$ cat src/sv/tcw_pkg.sv
`timescale 1ns / 1ps
`default_nettype none
// ----------------------------------------------------------------------------
// tcw_pkg
// Shared types and constants of the text console writer: screen geometry,
// control bytes, colour codes, request and result layouts, cell store port.
// ----------------------------------------------------------------------------
package tcw_pkg;

    // screen geometry
    localparam int COLUMNS = 80;
    localparam int ROWS    = 25;
    localparam int CELLS   = COLUMNS * ROWS;
    localparam int ADDR_W  = $clog2(CELLS);
    localparam int CNT_W   = $clog2(CELLS + 1);
    localparam int COL_W   = $clog2(COLUMNS);
    localparam int ROW_W   = $clog2(ROWS);

    // field widths
    localparam int CHAR_W     = 8;
    localparam int ATTR_W     = 8;
    localparam int IN_COL_W   = 7;
    localparam int IN_ROW_W   = 5;
    localparam int POS_W      = 11;
    localparam int BG_W       = 4;
    localparam int FG_W       = 4;
    localparam int CODE_W     = 10;
    localparam int CODE_MUL_W = 14;

    localparam logic [CODE_W-1:0] CODE_MAX = CODE_W'(999);

    // control and escape bytes
    localparam logic [CHAR_W-1:0] CH_BS       = 8'h08;
    localparam logic [CHAR_W-1:0] CH_LF       = 8'h0A;
    localparam logic [CHAR_W-1:0] CH_ESC      = 8'h1B;
    localparam logic [CHAR_W-1:0] CH_SPACE    = 8'h20;
    localparam logic [CHAR_W-1:0] CH_DIGIT_LO = 8'h30;
    localparam logic [CHAR_W-1:0] CH_DIGIT_HI = 8'h39;
    localparam logic [CHAR_W-1:0] CH_LBRACKET = 8'h5B;
    localparam logic [CHAR_W-1:0] CH_M        = 8'h6D;

    localparam logic [ATTR_W-1:0] ATTR_RESET = 8'h0F;

    // colour selection codes and their foregrounds
    localparam logic [CODE_W-1:0] SGR_RESET  = CODE_W'(0);
    localparam logic [CODE_W-1:0] SGR_RED    = CODE_W'(31);
    localparam logic [CODE_W-1:0] SGR_GREEN  = CODE_W'(32);
    localparam logic [CODE_W-1:0] SGR_YELLOW = CODE_W'(33);
    localparam logic [CODE_W-1:0] SGR_CYAN   = CODE_W'(36);

    localparam logic [FG_W-1:0] FG_DEFAULT = 4'hF;
    localparam logic [FG_W-1:0] FG_RED     = 4'h4;
    localparam logic [FG_W-1:0] FG_GREEN   = 4'h2;
    localparam logic [FG_W-1:0] FG_YELLOW  = 4'hE;
    localparam logic [FG_W-1:0] FG_CYAN    = 4'h3;

    typedef enum logic [1:0] {
        OP_STREAM = 2'd0,
        OP_WRITE  = 2'd1,
        OP_READ   = 2'd2,
        OP_NOP    = 2'd3
    } t_op;

    // first member lands in the highest bits
    typedef struct packed {
        logic [IN_ROW_W-1:0] row;
        logic [IN_COL_W-1:0] column;
        logic [CHAR_W-1:0]   char_byte;
        t_op                 op;
    } t_req;

    typedef struct packed {
        logic [ATTR_W-1:0]   attribute;
        logic [POS_W-1:0]    cursor_pos;
        logic [IN_ROW_W-1:0] cursor_row;
        logic [IN_COL_W-1:0] cursor_col;
        logic [CHAR_W-1:0]   read_char;
    } t_res;

    localparam int REQ_W       = $bits(t_req);
    localparam int RES_W       = $bits(t_res);
    localparam int IN_TDATA_W  = ((REQ_W + 7) / 8) * 8;
    localparam int OUT_TDATA_W = ((RES_W + 7) / 8) * 8;

    // cell store port
    typedef struct packed {
        logic              we;
        logic [ADDR_W-1:0] waddr;
        logic [CHAR_W-1:0] wdata;
        logic              re;
        logic [ADDR_W-1:0] raddr;
    } t_ram_cmd;

    // register port
    localparam int APB_DATA_W = 32;
    localparam int REG_IDX_W  = 1;
    localparam int APB_ADDR_W = REG_IDX_W + 2;

    localparam logic [REG_IDX_W-1:0] REG_BACKGROUND = '0;

endpackage
`default_nettype wire

$ cat src/sv/tcw_engine.sv
`timescale 1ns / 1ps
`default_nettype none
// ----------------------------------------------------------------------------
// tcw_engine
// Sequencer of the console: escape parser, cursor tracking, positional access
// and the walker that clears, scrolls and blanks rows via the single cell port.
// ----------------------------------------------------------------------------
module tcw_engine (
    input  wire logic                        i_clk,
    input  wire logic                        i_rst_n,
    input  wire logic [tcw_pkg::BG_W-1:0]    i_bg,
    input  wire logic                        i_req_valid,
    input  wire tcw_pkg::t_req               i_req,
    output logic                             o_req_ready,
    output logic                             o_res_valid,
    output tcw_pkg::t_res                    o_res,
    input  wire logic                        i_res_ready,
    output tcw_pkg::t_ram_cmd                o_ram_cmd,
    input  wire logic [tcw_pkg::CHAR_W-1:0]  i_ram_rdata
);

    typedef enum logic [3:0] {
        S_CLEAR,
        S_IDLE,
        S_STREAM,
        S_PRINT,
        S_SCROLL,
        S_BLANK,
        S_NEXT,
        S_POS,
        S_RDWAIT,
        S_RESP
    } t_state;

    typedef enum logic [1:0] {
        ESC_IDLE,
        ESC_SEEN,
        ESC_DIGITS,
        ESC_SKIP
    } t_esc;

    t_state                          r_state, n_state;
    t_esc                            r_phase, n_phase;
    logic [tcw_pkg::CODE_W-1:0]      r_code, n_code;
    logic [tcw_pkg::COL_W-1:0]       r_col, n_col;
    logic [tcw_pkg::ROW_W-1:0]       r_line, n_line;
    logic [tcw_pkg::CNT_W-1:0]       r_lin, n_lin;
    logic [tcw_pkg::ATTR_W-1:0]      r_attr, n_attr;
    logic [tcw_pkg::CHAR_W-1:0]      r_ch, n_ch;
    logic [tcw_pkg::CHAR_W-1:0]      r_pch, n_pch;
    logic                            r_second, n_second;
    tcw_pkg::t_op                    r_op, n_op;
    logic [tcw_pkg::CNT_W-1:0]       r_addr, n_addr;
    logic                            r_inside, n_inside;
    logic [tcw_pkg::CHAR_W-1:0]      r_rd, n_rd;
    logic [tcw_pkg::CNT_W-1:0]       r_src, n_src;
    logic [tcw_pkg::CNT_W-1:0]       r_dst, n_dst;
    logic                            r_cp_v, n_cp_v;

    logic [tcw_pkg::CNT_W-1:0]       w_lin_dec;
    logic [tcw_pkg::CODE_MUL_W-1:0]  w_code_mul;
    logic [tcw_pkg::CODE_W-1:0]      w_code_sat;
    logic                            w_digit;
    logic                            w_src_live;

    assign w_lin_dec  = r_lin - 1'b1;
    assign w_digit    = (r_ch >= tcw_pkg::CH_DIGIT_LO) && (r_ch <= tcw_pkg::CH_DIGIT_HI);
    assign w_src_live = (r_src != tcw_pkg::CNT_W'(tcw_pkg::CELLS));

    // code * 10 + digit, saturating
    assign w_code_mul = (tcw_pkg::CODE_MUL_W'(r_code) << 3)
                      + (tcw_pkg::CODE_MUL_W'(r_code) << 1)
                      + tcw_pkg::CODE_MUL_W'(r_ch[3:0]);
    assign w_code_sat = (w_code_mul > tcw_pkg::CODE_MUL_W'(tcw_pkg::CODE_MAX))
                      ? tcw_pkg::CODE_MAX : tcw_pkg::CODE_W'(w_code_mul);

    // cell port
    always_comb begin
        o_ram_cmd = '0;
        unique case (r_state)
            S_CLEAR, S_BLANK: begin
                o_ram_cmd.we    = 1'b1;
                o_ram_cmd.waddr = r_dst[tcw_pkg::ADDR_W-1:0];
                o_ram_cmd.wdata = tcw_pkg::CH_SPACE;
            end
            S_PRINT: begin
                if (r_pch == tcw_pkg::CH_BS) begin
                    o_ram_cmd.we    = (r_col != '0);
                    o_ram_cmd.waddr = w_lin_dec[tcw_pkg::ADDR_W-1:0];
                    o_ram_cmd.wdata = tcw_pkg::CH_SPACE;
                end else begin
                    o_ram_cmd.we    = (r_pch != tcw_pkg::CH_LF);
                    o_ram_cmd.waddr = r_lin[tcw_pkg::ADDR_W-1:0];
                    o_ram_cmd.wdata = r_pch;
                end
            end
            S_SCROLL: begin
                // read one row below, write back the cell fetched last cycle
                o_ram_cmd.re    = w_src_live;
                o_ram_cmd.raddr = r_src[tcw_pkg::ADDR_W-1:0];
                o_ram_cmd.we    = r_cp_v;
                o_ram_cmd.waddr = r_dst[tcw_pkg::ADDR_W-1:0];
                o_ram_cmd.wdata = i_ram_rdata;
            end
            S_POS: begin
                o_ram_cmd.we    = r_inside && (r_op == tcw_pkg::OP_WRITE);
                o_ram_cmd.waddr = r_addr[tcw_pkg::ADDR_W-1:0];
                o_ram_cmd.wdata = r_ch;
                o_ram_cmd.re    = r_inside && (r_op == tcw_pkg::OP_READ);
                o_ram_cmd.raddr = r_addr[tcw_pkg::ADDR_W-1:0];
            end
            default: begin
                o_ram_cmd = '0;
            end
        endcase
    end

    always_comb begin
        n_state  = r_state;
        n_phase  = r_phase;
        n_code   = r_code;
        n_col    = r_col;
        n_line   = r_line;
        n_lin    = r_lin;
        n_attr   = r_attr;
        n_ch     = r_ch;
        n_pch    = r_pch;
        n_second = r_second;
        n_op     = r_op;
        n_addr   = r_addr;
        n_inside = r_inside;
        n_rd     = r_rd;
        n_src    = r_src;
        n_dst    = r_dst;
        n_cp_v   = r_cp_v;

        unique case (r_state)
            S_CLEAR: begin
                n_dst = r_dst + 1'b1;
                if (r_dst == tcw_pkg::CNT_W'(tcw_pkg::CELLS - 1)) begin
                    n_state = S_IDLE;
                end
            end
            S_IDLE: begin
                if (i_req_valid) begin
                    n_op     = i_req.op;
                    n_ch     = i_req.char_byte;
                    n_rd     = '0;
                    n_inside = (int'(i_req.column) < tcw_pkg::COLUMNS)
                            && (int'(i_req.row) < tcw_pkg::ROWS);
                    n_addr   = tcw_pkg::CNT_W'(i_req.row) * tcw_pkg::CNT_W'(tcw_pkg::COLUMNS)
                             + tcw_pkg::CNT_W'(i_req.column);
                    unique case (i_req.op)
                        tcw_pkg::OP_STREAM: n_state = S_STREAM;
                        tcw_pkg::OP_WRITE:  n_state = S_POS;
                        tcw_pkg::OP_READ:   n_state = S_POS;
                        default:            n_state = S_RESP;
                    endcase
                end
            end
            S_STREAM: begin
                n_state = S_RESP;
                unique case (r_phase)
                    ESC_IDLE: begin
                        if (r_ch == tcw_pkg::CH_ESC) begin
                            n_phase = ESC_SEEN;
                        end else begin
                            n_pch    = r_ch;
                            n_second = 1'b0;
                            n_state  = S_PRINT;
                        end
                    end
                    ESC_SEEN: begin
                        if (r_ch == tcw_pkg::CH_LBRACKET) begin
                            n_phase = ESC_DIGITS;
                            n_code  = '0;
                        end else begin
                            // held escape prints first, then this byte as if idle
                            n_phase  = ESC_IDLE;
                            n_pch    = tcw_pkg::CH_ESC;
                            n_second = 1'b1;
                            n_state  = S_PRINT;
                        end
                    end
                    ESC_DIGITS: begin
                        priority if (w_digit) begin
                            n_code = w_code_sat;
                        end else if (r_ch == tcw_pkg::CH_M) begin
                            n_phase = ESC_IDLE;
                            unique case (r_code)
                                tcw_pkg::SGR_RESET:  n_attr = {i_bg, tcw_pkg::FG_DEFAULT};
                                tcw_pkg::SGR_RED:    n_attr = {i_bg, tcw_pkg::FG_RED};
                                tcw_pkg::SGR_GREEN:  n_attr = {i_bg, tcw_pkg::FG_GREEN};
                                tcw_pkg::SGR_YELLOW: n_attr = {i_bg, tcw_pkg::FG_YELLOW};
                                tcw_pkg::SGR_CYAN:   n_attr = {i_bg, tcw_pkg::FG_CYAN};
                                default:             n_attr = r_attr;
                            endcase
                        end else begin
                            n_phase = ESC_SKIP;
                        end
                    end
                    default: begin
                        if (r_ch == tcw_pkg::CH_M) begin
                            n_phase = ESC_IDLE;
                        end
                    end
                endcase
            end
            S_PRINT: begin
                n_state = S_NEXT;
                if (r_pch == tcw_pkg::CH_BS) begin
                    if (r_col != '0) begin
                        n_col = r_col - 1'b1;
                        n_lin = w_lin_dec;
                    end
                end else if ((r_pch == tcw_pkg::CH_LF)
                          || (r_col == tcw_pkg::COL_W'(tcw_pkg::COLUMNS - 1))) begin
                    n_col = '0;
                    if (r_line == tcw_pkg::ROW_W'(tcw_pkg::ROWS - 1)) begin
                        n_lin   = tcw_pkg::CNT_W'((tcw_pkg::ROWS - 1) * tcw_pkg::COLUMNS);
                        n_src   = tcw_pkg::CNT_W'(tcw_pkg::COLUMNS);
                        n_dst   = '0;
                        n_cp_v  = 1'b0;
                        n_state = S_SCROLL;
                    end else begin
                        n_line = r_line + 1'b1;
                        n_lin  = (r_pch == tcw_pkg::CH_LF)
                               ? r_lin + tcw_pkg::CNT_W'(tcw_pkg::COLUMNS)
                                 - tcw_pkg::CNT_W'(r_col)
                               : r_lin + 1'b1;
                    end
                end else begin
                    n_col = r_col + 1'b1;
                    n_lin = r_lin + 1'b1;
                end
            end
            S_SCROLL: begin
                n_cp_v = w_src_live;
                if (w_src_live) begin
                    n_src = r_src + 1'b1;
                end
                if (r_cp_v) begin
                    n_dst = r_dst + 1'b1;
                end
                if (!w_src_live) begin
                    n_state = S_BLANK;
                end
            end
            S_BLANK: begin
                n_dst = r_dst + 1'b1;
                if (r_dst == tcw_pkg::CNT_W'(tcw_pkg::CELLS - 1)) begin
                    n_state = S_NEXT;
                end
            end
            S_NEXT: begin
                n_state = S_RESP;
                if (r_second) begin
                    n_second = 1'b0;
                    if (r_ch == tcw_pkg::CH_ESC) begin
                        n_phase = ESC_SEEN;
                    end else begin
                        n_pch   = r_ch;
                        n_state = S_PRINT;
                    end
                end
            end
            S_POS: begin
                n_state = S_RESP;
                if (r_op == tcw_pkg::OP_READ) begin
                    if (r_inside) begin
                        n_state = S_RDWAIT;
                    end else begin
                        n_rd = tcw_pkg::CH_SPACE;
                    end
                end
            end
            S_RDWAIT: begin
                n_rd    = i_ram_rdata;
                n_state = S_RESP;
            end
            S_RESP: begin
                if (i_res_ready) begin
                    n_state = S_IDLE;
                end
            end
            default: begin
                n_state = S_IDLE;
            end
        endcase
    end

    always_ff @(posedge i_clk) begin
        if (!i_rst_n) begin
            r_state  <= S_CLEAR;
            r_phase  <= ESC_IDLE;
            r_code   <= '0;
            r_col    <= '0;
            r_line   <= '0;
            r_lin    <= '0;
            r_attr   <= tcw_pkg::ATTR_RESET;
            r_second <= 1'b0;
            r_dst    <= '0;
            r_cp_v   <= 1'b0;
        end else begin
            r_state  <= n_state;
            r_phase  <= n_phase;
            r_code   <= n_code;
            r_col    <= n_col;
            r_line   <= n_line;
            r_lin    <= n_lin;
            r_attr   <= n_attr;
            r_second <= n_second;
            r_dst    <= n_dst;
            r_cp_v   <= n_cp_v;
        end
        r_ch     <= n_ch;
        r_pch    <= n_pch;
        r_op     <= n_op;
        r_addr   <= n_addr;
        r_inside <= n_inside;
        r_rd     <= n_rd;
        r_src    <= n_src;
    end

    assign o_req_ready = (r_state == S_IDLE);
    assign o_res_valid = (r_state == S_RESP);

    always_comb begin
        o_res.read_char  = r_rd;
        o_res.cursor_col = tcw_pkg::IN_COL_W'(r_col);
        o_res.cursor_row = tcw_pkg::IN_ROW_W'(r_line);
        o_res.cursor_pos = tcw_pkg::POS_W'(r_lin);
        o_res.attribute  = r_attr;
    end

endmodule
`default_nettype wire

$ cat config.mk
export PLATFORM = sky130hd
export DESIGN_NAME = tcw_engine
export DESIGN_NICKNAME = d
export VERILOG_FILES = /design/src/sv/tcw_pkg.sv /design/src/sv/tcw_engine.sv
export SDC_FILE = /design/constraint.sdc
export NUM_CORES = 1
export LEC_CHECK = 0
export BUFFER_PORTS_ARGS = -buffer_cell sky130_fd_sc_hd__buf_2
export CAP_MARGIN = 25
export CELL_PAD_IN_SITES_DETAIL_PLACEMENT = 1
export CELL_PAD_IN_SITES_GLOBAL_PLACEMENT = 1
export CORE_AREA = 2 2 147 120
export DETAILED_ROUTE_END_ITERATION = 7
export DIE_AREA = 0 0 149 122
export GPL_TIMING_DRIVEN = 0
export PLACE_DENSITY_LB_ADDON = 0.12
export SLEW_MARGIN = 20
export SYNTH_ARGS = -nofsm -noshare
export SYNTH_HDL_FRONTEND = slang
export SYNTH_SLANG_ARGS = --single-unit
$ cat constraint.sdc
create_clock -name i_clk -period 4.55 [get_ports i_clk]
set_input_delay 0.455 -clock i_clk [delete_from_list [all_inputs] [get_ports i_clk]]
set_output_delay 0.455 -clock i_clk [all_outputs]
set_load 0.02 [all_outputs]
======== Word-level counts from Yosys, hierarchy flattened ========
Cells that the tools add are included.
Widths: inputs -> output; s select.
word-level totals
  register bits after elaboration ......... 109
  word-level logic and storage cells ...... 186
  output and inout bits ................... 73
  input port bits ......................... 38
cells by class
  bitwise logic cells ..................... 3
  $mul .................................... 1
  multiplexer cells ....................... 67
  $add $sub $neg .......................... 12
  reduce and logical (&&, ||, !) cells .... 31
  equality and inequality tests ........... 50
  $lt $le $gt $ge ......................... 5
operators by type and width
  operator               number
  $mux 11                13
  $pmux 20 s4            1
  $mux 8                 6
  $pmux 4 s10            1
  $pmux 8 s5             1
  $add 11x1->11 const B  3
  $pmux 11 s3            1
  $mux 4                 8
  $pmux 8 s2             2
  $eq 10x6->1 const B    3
  $mux 10                3
  $ne 2x2->1 const B     14
  $reduce_and 4->1       7
  $pmux 12 s2            1
  $pmux 8 s3             1
  $pmux 11 s2            1
  $mux 7                 3
  $mux 20                1
  $pmux 10 s2            1
  $reduce_and 5->1       4
  $mux 2                 9
  $eq 4x3->1 const B     4
  $eq 8x4->1 const B     2
  $eq 8x7->1 const B     2
  other kinds (47)       77

======== Logic depth before layout (Yosys ltp) ========
  depth after elaboration ................. 6
  depth in mapped cells ................... 13
  depth with buffers taken out ............ 13

======== Least setup slack after synthesis ========
No wires, ideal clock.
  path type ............................... reg2reg
  from .................................... reg r_ch[3] (netlist name)
  to ...................................... reg r_code[0] (netlist name)
  slack ................................... 1688 ps
  data required time ...................... 4434 ps
  clock period less this slack ............ 2862 ps
  cell stages (with the launch flop) ...... 10
  library setup time ...................... 116 ps
  arrival time ............................ 2746 ps
  buffers on the path ..................... 0
  cells stage by stage .................... edfxtp_1 fa_1 fa_1 a21o_1 a221oi_2 o211ai_1 nand2_1 mux2i_1 nand4_2 o211a_1
on the way
  cells in the longest elaborated chain, start to end .. 5
  elaborated cells on any way between the ends .. 12
  classes of those cells .................. add/sub (1); order compare (3); eq/ne (3); mux (3); reduce/logical (2)
ends and longest elaborated chain
  element                 RTL line           text
  start, declared         tcw_engine.sv:49   logic [tcw_pkg::CHAR_W-1:0] r_ch, n_ch;
  start signal, assigned  tcw_engine.sv:316  r_ch <= n_ch;
  $add 14x4->14           tcw_engine.sv:73   + tcw_pkg::CODE_MUL_W'(r_ch[3:0]);
  $gt 14x10->1            tcw_engine.sv:74   assign w_code_sat = (w_code_mul > tcw_pkg::CODE_MUL_W'(tcw_pkg::CODE_MAX))
  $mux 10                 tcw_engine.sv:75   ? tcw_pkg::CODE_MAX : tcw_pkg::CODE_W'(w_code_mul);
  $mux 10                 tcw_engine.sv:186  priority if (w_digit) begin
  $pmux 10 s2             tcw_engine.sv:163  unique case (r_phase)
  end signal, assigned    tcw_engine.sv:307  r_code <= n_code;
  end, declared           tcw_engine.sv:44   logic [tcw_pkg::CODE_W-1:0] r_code, n_code;
Several ways; a longest one is shown, not always the timed one. The select of a mux whose other input is x is not followed.
A chain may end at the register's enable or synchronous reset.

==> results.md <==
- Final hold vios: 0
- Sink Count: between 100 and 150
- Initial Util: ~47%
- WL per Instance: around 20 µm
- Startpoint types: flip-flop
- Die area: ~0.018 mm²
- Share of cells above drive strength 1: 17.8%
- Max clock buf depth: 2
- Synthesized area: around 0.0079 mm²
- Drt first-iter violations: 500
- Clock-pin slew on the worst setup and hold paths: approximately 0.080 ns
- Die W: between 100 and 150 µm
- CTS resizes: 0
- Number of buffers created by CTS: 9
- DIE HEIGHT: 122 µm
- DRT antenna net count: 0
- Site row count: 43
- Outcome: completed
- Final nets: ~1.1k
- Syn_area_per_cell: between 8 and 9 µm²
- Hold Path Depth: 1
- Synth top area share: between 10% and 20%
- Final wirelength: roughly 25000 µm
- Ports: 111
- Worst hold slack: 0.249 ns
- Post-synthesis sequential area ratio: between 30% and 40%
- Top FF cell, synth: dfxtp_1
- Setup crit end kind: output port
- FMAX: between 0.2 and 0.3 GHz
- Port buffer count: 109
- Htree depth: 3
- Top-count cell post-synth: nand2_1
- Post-synth EDFFs: 49
- Clk pwr share: a little over two fifths
- Area delta synth->final: 14.7%
- Dpl ws: roughly 1.3 ns
- Min cycle time layout: roughly 3.6 ns
- Vias after detailed routing: 7436
- Initial antenna violation count: 0
- CTS tree: done
- Critical path class: flip-flop to output port
- RSZ-0062 raised after global routing: false
- Final Util: 53.6%
- Routability congestion estimate: ~0.90
- CTS root buf: clkbuf_16
- GR Util All Layers: between 20 and 30%
- Cell accounting for the most synthesized area: edfxtp_1
- Via density: ~5.9
- Number of max-cap violations: 0
- Power Dens Cells: roughly 210 mW/mm²
- Top cells by count, synth: nand2_1, nor2_1, dfxtp_1, ha_1, o21ai_0
- First-pass GRT wire length: between 30000 and 40000 µm
- DRT Pass-1 Iters: 6
- Warnings, synthesis: 0
- Post-route clock period utilization: 79.9%
- Pins over their slew limit: 0
- Final setup viols: 0
- Pint: between 1 and 1.5 mW
- Fin worst setup slack: 0.915 ns
- Pin count of the biggest net entering global routing: 21
- Synth unique cells: 84
- FFs w/ async S/R, synth: 0%
- Vias in the first global route: ~7.3k
- Post-synthesis net count: between 1k and 1.5k
- Sw power: roughly 0.49 mW
- Required @ worst endpoint: between 4 and 5 ns
- Synth top area cells: edfxtp_1, dfxtp_1, ha_1, xnor2_1, nand2_1
- Seq cells post-synth: between 100 and 150
- # Post-CTS Setup Buffers: 0
- Reg power frac: roughly 53%
- Clk_lat worst skew: around 0.37 ns
- Worst Max-Slew Pin Slew: ~0.89 ns
- Pwr Total: about 1.9 mW
- Comb power frac: 5.3%
- FF-to-FF path depth: 9
- Core Region: around 0.017 mm²
- Worst EP arrival: 3.18 ns
- Sw Ratio: about 25%
- Rel. slew slack: around 40%
- Gr ovfl total: 0
- Syn Inst Count: 900
- DRC viols: 0
- Clock skew: about 0.0088 ns
- Dpl hpwl: roughly 19000 µm
- Worst IR Drop VDD: 164 µV
- Fin Setup TNS: 0 ns
- Hold_buf cts: 0
- Leakage: 3.80 nW
- Max FO, Critical Path: 10
- Diode count: 0
- Hold Path Class: primary input to flip-flop
[sequential cells by signal (all words and copies together) (netlist names)]
signal and flops:
r_addr 11, r_dst 11, r_lin 11, r_src 11
r_code 10, r_attr 8, r_ch 8, r_pch 8
r_rd 8, r_col 7, r_line 5, r_state 4
r_op 2, r_phase 2, r_cp_v 1, r_inside 1
r_second 1
[critical path, cell delays in order (launching register included)]
cell and delay, ns:
edfxtp_1 0.46, nor4_4 0.47, nand2_2 0.25, nor2_2 0.49, buf_2 0.39, nor2_1 0.21, a222oi_1 0.30, inv_1 0.07
buf_2 0.17
[layer usage]
layer  track usage, %  up-vias  wire length (µm)  part of all wire (%)
met2             43.4      178             11100                    44
met5                0        -                 0                     0
met1             41.3     3703             12400                    49
met3             5.58       19              1230                   4.9
met4             5.71        0               272                   1.1
li1                 -     3536                 -                     -
[cells by family (layout without fill, tap and decap cells)]
group                    Yosys count  after routing  synth area share, %
AND/OR/NAND/NOR                  340            340                 23.3
XOR/XNOR                          63             63                 6.98
flip-flops                       109            109                 33.8
adder cells (fa/ha/maj)           65             65                 10.7
AO/OA/AOI/OAI                    227            227                 19.5
multiplexers                       6              6                0.792
buffers and inverters             90            218                 4.91
[cell usage in the layout (no fill, tap or decap), types with 25 or more instances in the layout]
cell type,instances
buf_2,123
nand2_1,87
dfxtp_1,60
a21oi_1,50
nor2_1,67
edfxtp_1,49
nand3_1,32
o21ai_0,52
nor3_1,25
xnor2_1,46
inv_1,43
ha_1,59
[stage by stage]
stage	cells	area, µm²
3_3_place_gp	1234	8730
5_1_grt	1253	9060
6_report	1253	9060
3_5_place_dp	1237	8770
2_1_floorplan	900	7900
4_1_cts	1253	9060
[final cells by class]
type | count | area (µm²)
buffer | 47 | 226
clock buffer | 10 | 229
multi-input combinational | 701 | 4840
fill | 2064 | 7830
sequential | 109 | 2670
timing repair buffer | 112 | 586
tap | 225 | 282
clock inverter | 6 | 63.8
inverter | 43 | 161
[power by group through the flow]
| stage | Clock [mW] | Sequential (mW) | Combinational [mW] |
|---|---|---|---|
| global route | 0.866 | 1.03 | 0.117 |
| detailed placement | 0 | 1.05 | 0.104 |
| global placement | 0 | 1.05 | 0.0993 |
| finish | 0.816 | 1.03 | 0.103 |
| floorplan | 0 | 1.05 | 0.0618 |
| CTS | 0.828 | 1.03 | 0.104 |
[path summary, 6_finish.rpt]
kind / start / slack (ns) / end
max reg2reg: r_ch[3] / 1.16 / r_code[1]
min reg2reg: r_attr[4] / 0.47 / r_attr[4]
max: r_pch[4] / 0.92 / o_ram_cmd[15]
min: i_req[10] / 0.25 / r_addr[0]
Note: power is estimated with default switching activity, not from simulation.
